==> src/rtl/rotoff_pkg.sv <==
`default_nettype none

package rotoff_pkg;

    localparam int WORD_BITS = 32;

    // status codes
    localparam logic [1:0] ST_OK      = 2'd0;
    localparam logic [1:0] ST_NO_INV  = 2'd1;
    localparam logic [1:0] ST_BAD_MOD = 2'd2;

    typedef struct packed {
        logic [WORD_BITS-1:0] f_at_root;
        logic [WORD_BITS-1:0] g_at_root;
        logic [WORD_BITS-1:0] root;
        logic [WORD_BITS-1:0] rotation_u;
        logic [WORD_BITS-1:0] modulus;
    } rot_item_t;

    typedef struct packed {
        logic [WORD_BITS-1:0] offset_v;
        logic [1:0]           status;
    } rot_result_t;

endpackage

`default_nettype wire

==> src/rtl/rotation_offset_mod_p.sv <==
`default_nettype none

// rotation offset solver: one transaction in, one result out. a transaction is taken
// at a clock edge with start high and busy low; for a modulus of two or more, busy
// then stays high until the cycle in which the result is shown. the result stands on
// the result port for exactly one cycle with done high, and the receiver cannot stall
// it, so it must capture the result in that cycle. reductions and divisions share
// one shift-and-subtract divider and multiplies use a double-and-add unit, under a
// small sequencer: four reductions mod p, one zero check, one long division plus one
// euclid update for each step of the extended euclidean algorithm (at most about
// 1.44*WORD_BITS steps), one gcd check, and three modular multiplies with one add
// step between the second and the third. a modulus below two is answered in the
// cycle right after it is taken.
module rotation_offset_mod_p
    import rotoff_pkg::*;
(
    input  wire logic        clk,
    input  wire logic        rst_n,
    input  wire logic        start,
    input  wire rot_item_t   item,
    output logic             busy,
    output logic             done,
    output rot_result_t      result
);

    localparam int W  = WORD_BITS;
    localparam int CW = $clog2(W + 1);
    localparam int SW = W + 2;

    // sequencer states
    localparam logic [2:0] S_IDLE   = 3'd0;
    localparam logic [2:0] S_RED    = 3'd1;  // reduce one operand mod p
    localparam logic [2:0] S_GCHK   = 3'd2;  // zero check on g, set up euclid
    localparam logic [2:0] S_DIV    = 3'd3;  // long division r0 / r1
    localparam logic [2:0] S_EUC    = 3'd4;  // euclid remainder and coefficient update
    localparam logic [2:0] S_INVEND = 3'd5;  // gcd check, fold inverse into 0..p-1
    localparam logic [2:0] S_MUL    = 3'd6;  // double-and-add modular multiply
    localparam logic [2:0] S_ADDF   = 3'd7;  // add f, negate

    logic [2:0]          state_reg, state_next;
    logic [CW-1:0]       cnt_reg, cnt_next;
    logic [1:0]          red_idx_reg, red_idx_next;
    logic [1:0]          mul_idx_reg, mul_idx_next;

    logic [W-1:0]        p_reg, p_next;
    logic [W-1:0]        f_reg, f_next;
    logic [W-1:0]        g_reg, g_next;
    logic [W-1:0]        r_reg, r_next;
    logic [W-1:0]        u_reg, u_next;

    // shared divider: dividend shifts out msb first
    logic [W-1:0]        n_reg, n_next;
    logic [W-1:0]        d_reg, d_next;
    logic [W-1:0]        rem_reg, rem_next;
    logic signed [SW-1:0] qs_reg, qs_next;   // running q * s1

    // euclid
    logic [W-1:0]        r0_reg, r0_next;
    logic [W-1:0]        r1_reg, r1_next;
    logic signed [SW-1:0] s0_reg, s0_next;
    logic signed [SW-1:0] s1_reg, s1_next;
    logic [W-1:0]        inv_reg, inv_next;

    // modular multiply
    logic [W-1:0]        mac_reg, mac_next;
    logic [W-1:0]        ma_reg, ma_next;
    logic [W-1:0]        mb_reg, mb_next;

    logic                done_reg, done_next;
    rot_result_t         result_reg, result_next;

    // divider step
    logic [W:0]          trial;
    logic                q_bit;
    logic [W-1:0]        rem_step;
    logic signed [SW-1:0] qs_step;

    // multiply step
    logic [W:0]          dbl;
    logic [W-1:0]        dbl_red;
    logic [W:0]          sum;
    logic [W-1:0]        sum_red;
    logic [W-1:0]        mac_step;

    // add f and negate
    logic [W:0]          tsum;
    logic [W-1:0]        t_val;
    logic [W-1:0]        neg_t;
    logic signed [SW-1:0] inv_fold;

    logic                last;

    assign last = (cnt_reg == CW'(1));

    always_comb
    begin
        trial    = {rem_reg, n_reg[W-1]};
        q_bit    = (trial >= {1'b0, d_reg});
        rem_step = q_bit ? W'(trial - {1'b0, d_reg}) : trial[W-1:0];
        qs_step  = (qs_reg <<< 1) + (q_bit ? s1_reg : SW'(0));
    end

    always_comb
    begin
        dbl      = {mac_reg, 1'b0};
        dbl_red  = (dbl >= {1'b0, p_reg}) ? W'(dbl - {1'b0, p_reg}) : dbl[W-1:0];
        sum      = {1'b0, dbl_red} + {1'b0, ma_reg};
        sum_red  = (sum >= {1'b0, p_reg}) ? W'(sum - {1'b0, p_reg}) : sum[W-1:0];
        mac_step = mb_reg[W-1] ? sum_red : dbl_red;
    end

    always_comb
    begin
        tsum     = {1'b0, mac_reg} + {1'b0, f_reg};
        t_val    = (tsum >= {1'b0, p_reg}) ? W'(tsum - {1'b0, p_reg}) : tsum[W-1:0];
        neg_t    = (t_val == '0) ? '0 : W'(p_reg - t_val);
        inv_fold = s0_reg[SW-1] ? (s0_reg + $signed({2'b00, p_reg})) : s0_reg;
    end

    always_comb
    begin
        state_next   = state_reg;
        cnt_next     = cnt_reg;
        red_idx_next = red_idx_reg;
        mul_idx_next = mul_idx_reg;
        p_next       = p_reg;
        f_next       = f_reg;
        g_next       = g_reg;
        r_next       = r_reg;
        u_next       = u_reg;
        n_next       = n_reg;
        d_next       = d_reg;
        rem_next     = rem_reg;
        qs_next      = qs_reg;
        r0_next      = r0_reg;
        r1_next      = r1_reg;
        s0_next      = s0_reg;
        s1_next      = s1_reg;
        inv_next     = inv_reg;
        mac_next     = mac_reg;
        ma_next      = ma_reg;
        mb_next      = mb_reg;
        done_next    = 1'b0;
        result_next  = result_reg;

        case (state_reg)
            S_IDLE:
            begin
                if (start)
                begin
                    p_next = item.modulus;
                    f_next = item.f_at_root;
                    g_next = item.g_at_root;
                    r_next = item.root;
                    u_next = item.rotation_u;
                    if (item.modulus < W'(2))
                    begin
                        done_next   = 1'b1;
                        result_next = '{offset_v: '0, status: ST_BAD_MOD};
                    end
                    else
                    begin
                        n_next       = item.f_at_root;
                        d_next       = item.modulus;
                        rem_next     = '0;
                        qs_next      = '0;
                        cnt_next     = CW'(W);
                        red_idx_next = 2'd0;
                        state_next   = S_RED;
                    end
                end
            end

            S_RED:
            begin
                n_next   = n_reg << 1;
                rem_next = rem_step;
                cnt_next = cnt_reg - CW'(1);
                if (last)
                begin
                    rem_next = '0;
                    cnt_next = CW'(W);
                    case (red_idx_reg)
                        2'd0:
                        begin
                            f_next = rem_step;
                            n_next = g_reg;
                        end
                        2'd1:
                        begin
                            g_next = rem_step;
                            n_next = r_reg;
                        end
                        2'd2:
                        begin
                            r_next = rem_step;
                            n_next = u_reg;
                        end
                        default:
                        begin
                            u_next = rem_step;
                        end
                    endcase
                    red_idx_next = red_idx_reg + 2'd1;
                    if (red_idx_reg == 2'd3)
                    begin
                        state_next = S_GCHK;
                    end
                end
            end

            S_GCHK:
            begin
                if (g_reg == '0)
                begin
                    done_next   = 1'b1;
                    result_next = '{offset_v: '0, status: ST_NO_INV};
                    state_next  = S_IDLE;
                end
                else
                begin
                    r0_next    = p_reg;
                    r1_next    = g_reg;
                    s0_next    = '0;
                    s1_next    = SW'(1);
                    n_next     = p_reg;
                    d_next     = g_reg;
                    rem_next   = '0;
                    qs_next    = '0;
                    cnt_next   = CW'(W);
                    state_next = S_DIV;
                end
            end

            S_DIV:
            begin
                n_next   = n_reg << 1;
                rem_next = rem_step;
                qs_next  = qs_step;
                cnt_next = cnt_reg - CW'(1);
                if (last)
                begin
                    state_next = S_EUC;
                end
            end

            S_EUC:
            begin
                r0_next = r1_reg;
                r1_next = rem_reg;
                s0_next = s1_reg;
                s1_next = s0_reg - qs_reg;
                if (rem_reg == '0)
                begin
                    state_next = S_INVEND;
                end
                else
                begin
                    n_next     = r1_reg;
                    d_next     = rem_reg;
                    rem_next   = '0;
                    qs_next    = '0;
                    cnt_next   = CW'(W);
                    state_next = S_DIV;
                end
            end

            S_INVEND:
            begin
                if (r0_reg != W'(1))
                begin
                    done_next   = 1'b1;
                    result_next = '{offset_v: '0, status: ST_NO_INV};
                    state_next  = S_IDLE;
                end
                else
                begin
                    inv_next     = inv_fold[W-1:0];
                    mac_next     = '0;
                    ma_next      = g_reg;
                    mb_next      = r_reg;
                    mul_idx_next = 2'd0;
                    cnt_next     = CW'(W);
                    state_next   = S_MUL;
                end
            end

            S_MUL:
            begin
                mac_next = mac_step;
                mb_next  = mb_reg << 1;
                cnt_next = cnt_reg - CW'(1);
                if (last)
                begin
                    case (mul_idx_reg)
                        2'd0:
                        begin
                            // g*r done, now times u
                            ma_next      = mac_step;
                            mb_next      = u_reg;
                            mac_next     = '0;
                            cnt_next     = CW'(W);
                            mul_idx_next = 2'd1;
                        end
                        2'd1:
                        begin
                            state_next = S_ADDF;
                        end
                        default:
                        begin
                            done_next   = 1'b1;
                            result_next = '{offset_v: mac_step, status: ST_OK};
                            state_next  = S_IDLE;
                        end
                    endcase
                end
            end

            S_ADDF:
            begin
                ma_next      = neg_t;
                mb_next      = inv_reg;
                mac_next     = '0;
                cnt_next     = CW'(W);
                mul_idx_next = 2'd2;
                state_next   = S_MUL;
            end

            default:
            begin
                state_next = S_IDLE;
            end
        endcase
    end

    // control state
    always_ff @(posedge clk or negedge rst_n)
    begin
        if (!rst_n)
        begin
            state_reg   <= S_IDLE;
            cnt_reg     <= '0;
            red_idx_reg <= '0;
            mul_idx_reg <= '0;
            done_reg    <= 1'b0;
        end
        else
        begin
            state_reg   <= state_next;
            cnt_reg     <= cnt_next;
            red_idx_reg <= red_idx_next;
            mul_idx_reg <= mul_idx_next;
            done_reg    <= done_next;
        end
    end

    // datapath, no reset needed
    always_ff @(posedge clk)
    begin
        p_reg      <= p_next;
        f_reg      <= f_next;
        g_reg      <= g_next;
        r_reg      <= r_next;
        u_reg      <= u_next;
        n_reg      <= n_next;
        d_reg      <= d_next;
        rem_reg    <= rem_next;
        qs_reg     <= qs_next;
        r0_reg     <= r0_next;
        r1_reg     <= r1_next;
        s0_reg     <= s0_next;
        s1_reg     <= s1_next;
        inv_reg    <= inv_next;
        mac_reg    <= mac_next;
        ma_reg     <= ma_next;
        mb_reg     <= mb_next;
        result_reg <= result_next;
    end

    // busy is low in the cycle the result is shown
    assign busy   = (state_reg != S_IDLE);
    assign done   = done_reg;
    assign result = result_reg;

endmodule

`default_nettype wire

==> config.mk <==
export PLATFORM = sky130hd
export DESIGN_NAME = rotation_offset_mod_p
export DESIGN_NICKNAME = d
export VERILOG_FILES = /design/src/rtl/rotoff_pkg.sv /design/src/rtl/rotation_offset_mod_p.sv
export SDC_FILE = /design/constraint.sdc
export NUM_CORES = 2
export LEC_CHECK = 0
export BUFFER_PORTS_ARGS = -buffer_cell sky130_fd_sc_hd__buf_2
export CAP_MARGIN = 20
export CORE_MARGIN = 2
export CORE_UTILIZATION = 62
export CTS_CLUSTER_SIZE = 30
export DETAILED_ROUTE_END_ITERATION = 6
export GPL_TIMING_DRIVEN = 0
export PLACE_DENSITY = 0.89
export RECOVER_POWER = 25
export SLEW_MARGIN = 20
export SYNTH_ARGS = -nofsm -noshare
export SYNTH_HDL_FRONTEND = slang
export SYNTH_SLANG_ARGS = --single-unit
==> constraint.sdc <==
create_clock -name clk -period 16.1 [get_ports clk]
set_input_delay 2.415 -clock clk [delete_from_list [all_inputs] [get_ports clk]]
set_output_delay 2.415 -clock clk [all_outputs]
set_load 0.01 [all_outputs]
==> impl_metrics.toml <==
[global_routing]
grt_max_degree = 36
grt_pass1_wl_mm = 242
grt_util_all_layers_pct = 45.0
antenna_found_initial = 5
grt-ovfl-total = 0
grt_pass1_vias = 39200

[drt]
ant_nets = 0
drcViolationCount = 16
wire_per_inst_um = 28.0
drt_iter0_drc = 5679
dr.pass1.iters = 7
via_per_inst = 6.75
totalWireLength_mm = 167
num_vias = 40400

[logic_synthesis]
ys.flop_type = "edfxtp_1"
synth-seq-cells = 598
synthCells = 4698
avgSynthCellArea_um2 = 9.28
synth_cell_types = 90
synth_most_common_cell = "nand2_1"
yosysTopAreaCell = "edfxtp_1"
synth_edf_count = 584
synth_commonest_cells = "604 x nand2_1, 584 x edfxtp_1, 410 x nor2_1, 346 x o21ai_0, 328 x a21oi_1"
synthTopCellsByArea = "edfxtp_1 40%, ha_1 9.3%, nand2_1 5.2%"
synth_top_area_share_pct = 40.2
seq_area_frac_synth_pct = 41.0
synth_fp_nets = 5196
async_flop_share_pct = 2.34
ys_warn_count = 0
synth_area_um2 = 43600

[worst_setup_path]
crit_path_end_kind = "register"
cp_data_arrival_time_ns = 13.04
cp.required_ns = 16.46
cpMostUsedCell = "a21oi_1"
cpPeakStageDelay_ns = 0.69
slowest_stage = "edfxtp_1"
crit_path_start_kind = "register"
critical_path_class = "reg -> reg"
crit_fanout = 10

[layout]
stdcell_area_um2 = 48500
seqCellArea_um2 = 17900
multi_input_area_um2 = 24200
nets = 5490
drive_above_1_share_pct = 7.71
num-fill-cells = 5448
area_delta_synth_final_pct = 11.3

[outcome]
status = "finished with violations"
violations = "design-rule violations, max-capacitance violations, max-slew violations"

[sta]
fmax_ghz = 0.0789
worst_pin_slew_ns = 2.75
rsz0062_at_grt = "false"
setup_viol = 0
relSlewSlack_pct = -83.2
hold_viol = 0
fin_crit_ns = 12.68
setup_tns_ns = 0
slew_violations = 81
fin_worst_skew_ns = 0.0376
min_period_over_period_pct = 78.8

[clock_tree]
postCtsSetupRepairBufs = 0
clock-root-buffer = "clkbuf_16"
cts_made_buffers = 66
clk_latency_ns = 0.64
tritoncts = "built"
cts.sinks = 598
htreeDepth = 3
clk_pin_slew_ns = 0.06
holdBufCountCts = 0
clock_path_buffers = 3
post_cts_resize_count = 0

[placed_design]
gp_routability_congestion = 1.02
port_buffers = 198
dpl-instance-area_um2 = 46400
dp_hpwl_mm = 133

[job]
cap_violations = 4

[die]
die_h_um = 269
die-width_um = 269
rows = 97
pin_count = 199
coreArea_um2 = 69800
initial_core_util_pct = 62.5
dieArea_um2 = 72500

[worst_hold_path]
hold_class = "reg -> reg"
cell type report:
class | count | area share, %
inverter | 214 | 1.65
clock inverter | 47 | 1.12
clock buffer | 75 | 3.52
multi-input combinational | 3684 | 49.8
buffer | 202 | 1.61
antenna | 1 | 0.00516
sequential | 598 | 36.9
timing repair buffer | 226 | 3.00
tap | 940 | 2.42
stage by stage:
stage | worst slack [ns] | hold slack (ns) | cells | utilization, %
finish | 3.42 | 0.470 | 5987 | 69.6
global route | 2.83 | 0.527 | 5986 | 69.6
CTS | 3.74 | 0.475 | 5986 | 69.7
detailed placement | 3.80 | 0.463 | 5864 | 66.4
global placement | 3.99 | 0.472 | 5836 | 65.6
floorplan | 7.61 | 0.441 | 4698 | -
critical path, delay by kind of cell (launching register included):
| kind | cells | cell delay (ns) |
|---|---|---|
| flops | 1 | 0.69 |
| fa+ha+maj | 3 | 1.16 |
| buf+inv | 6 | 3.37 |
| simple gates | 8 | 1.53 |
| compound gates | 21 | 5.45 |
| xor+xnor | 1 | 0.16 |
cell families after synthesis:
logic type / count (synthesis) / share of synthesized area, %
xor gates and xnor gates: 263 / 5.28
AOI/OAI and AO/OA: 1436 / 21.8
and+or+nand+nor: 1565 / 16.5
muxes: 85 / 2.03
DFF: 598 / 41.0
buffers and inverters: 416 / 3.63
adders and majority gates: 335 / 9.78
cells in the final DEF (no fill, tap or decap), drive strengths merged, types with 72 or more instances in the layout:
cell | synthesis | routed
nand2 | 604 | 604
edfxtp | 584 | 584
nor2 | 410 | 410
o21ai | 350 | 350
a21oi | 330 | 330
ha | 325 | 325
clkbuf | 166 | 283
buf | 36 | 220
inv | 212 | 216
xnor2 | 153 | 153
a21o | 129 | 129
o21a | 121 | 121
xor2 | 110 | 110
and3 | 83 | 83
nand3 | 72 | 72
final timing paths:
check                           depth (start not counted)              to       start  slack, ns
worst max-delay path                                   39      ma_reg[27]    p_reg[1]       3.42
worst min-delay path                                    2      cnt_reg[4]  cnt_reg[4]       0.47
worst max register to register                         39      ma_reg[27]    p_reg[1]       3.42
worst min register to register                          2      cnt_reg[4]  cnt_reg[4]       0.47
max in group asynchronous                               1  mul_idx_reg[0]       rst_n      13.59
min in group asynchronous                               1    state_reg[0]       rst_n       1.90
layer usage:
layer / GRT usage (%) / part of all wire (%) / up-vias
li1: - / - / 18100
met1: 53.1 / 34 / 18900
met2: 72.6 / 45 / 2698
met3: 9.69 / 11 / 704
met4: 33.1 / 9.1 / 6
met5: 0 / 0.023 / -
Power is not shown: default switching activity piles up to over one toggle a cycle in this logic, so the estimate is an artifact.
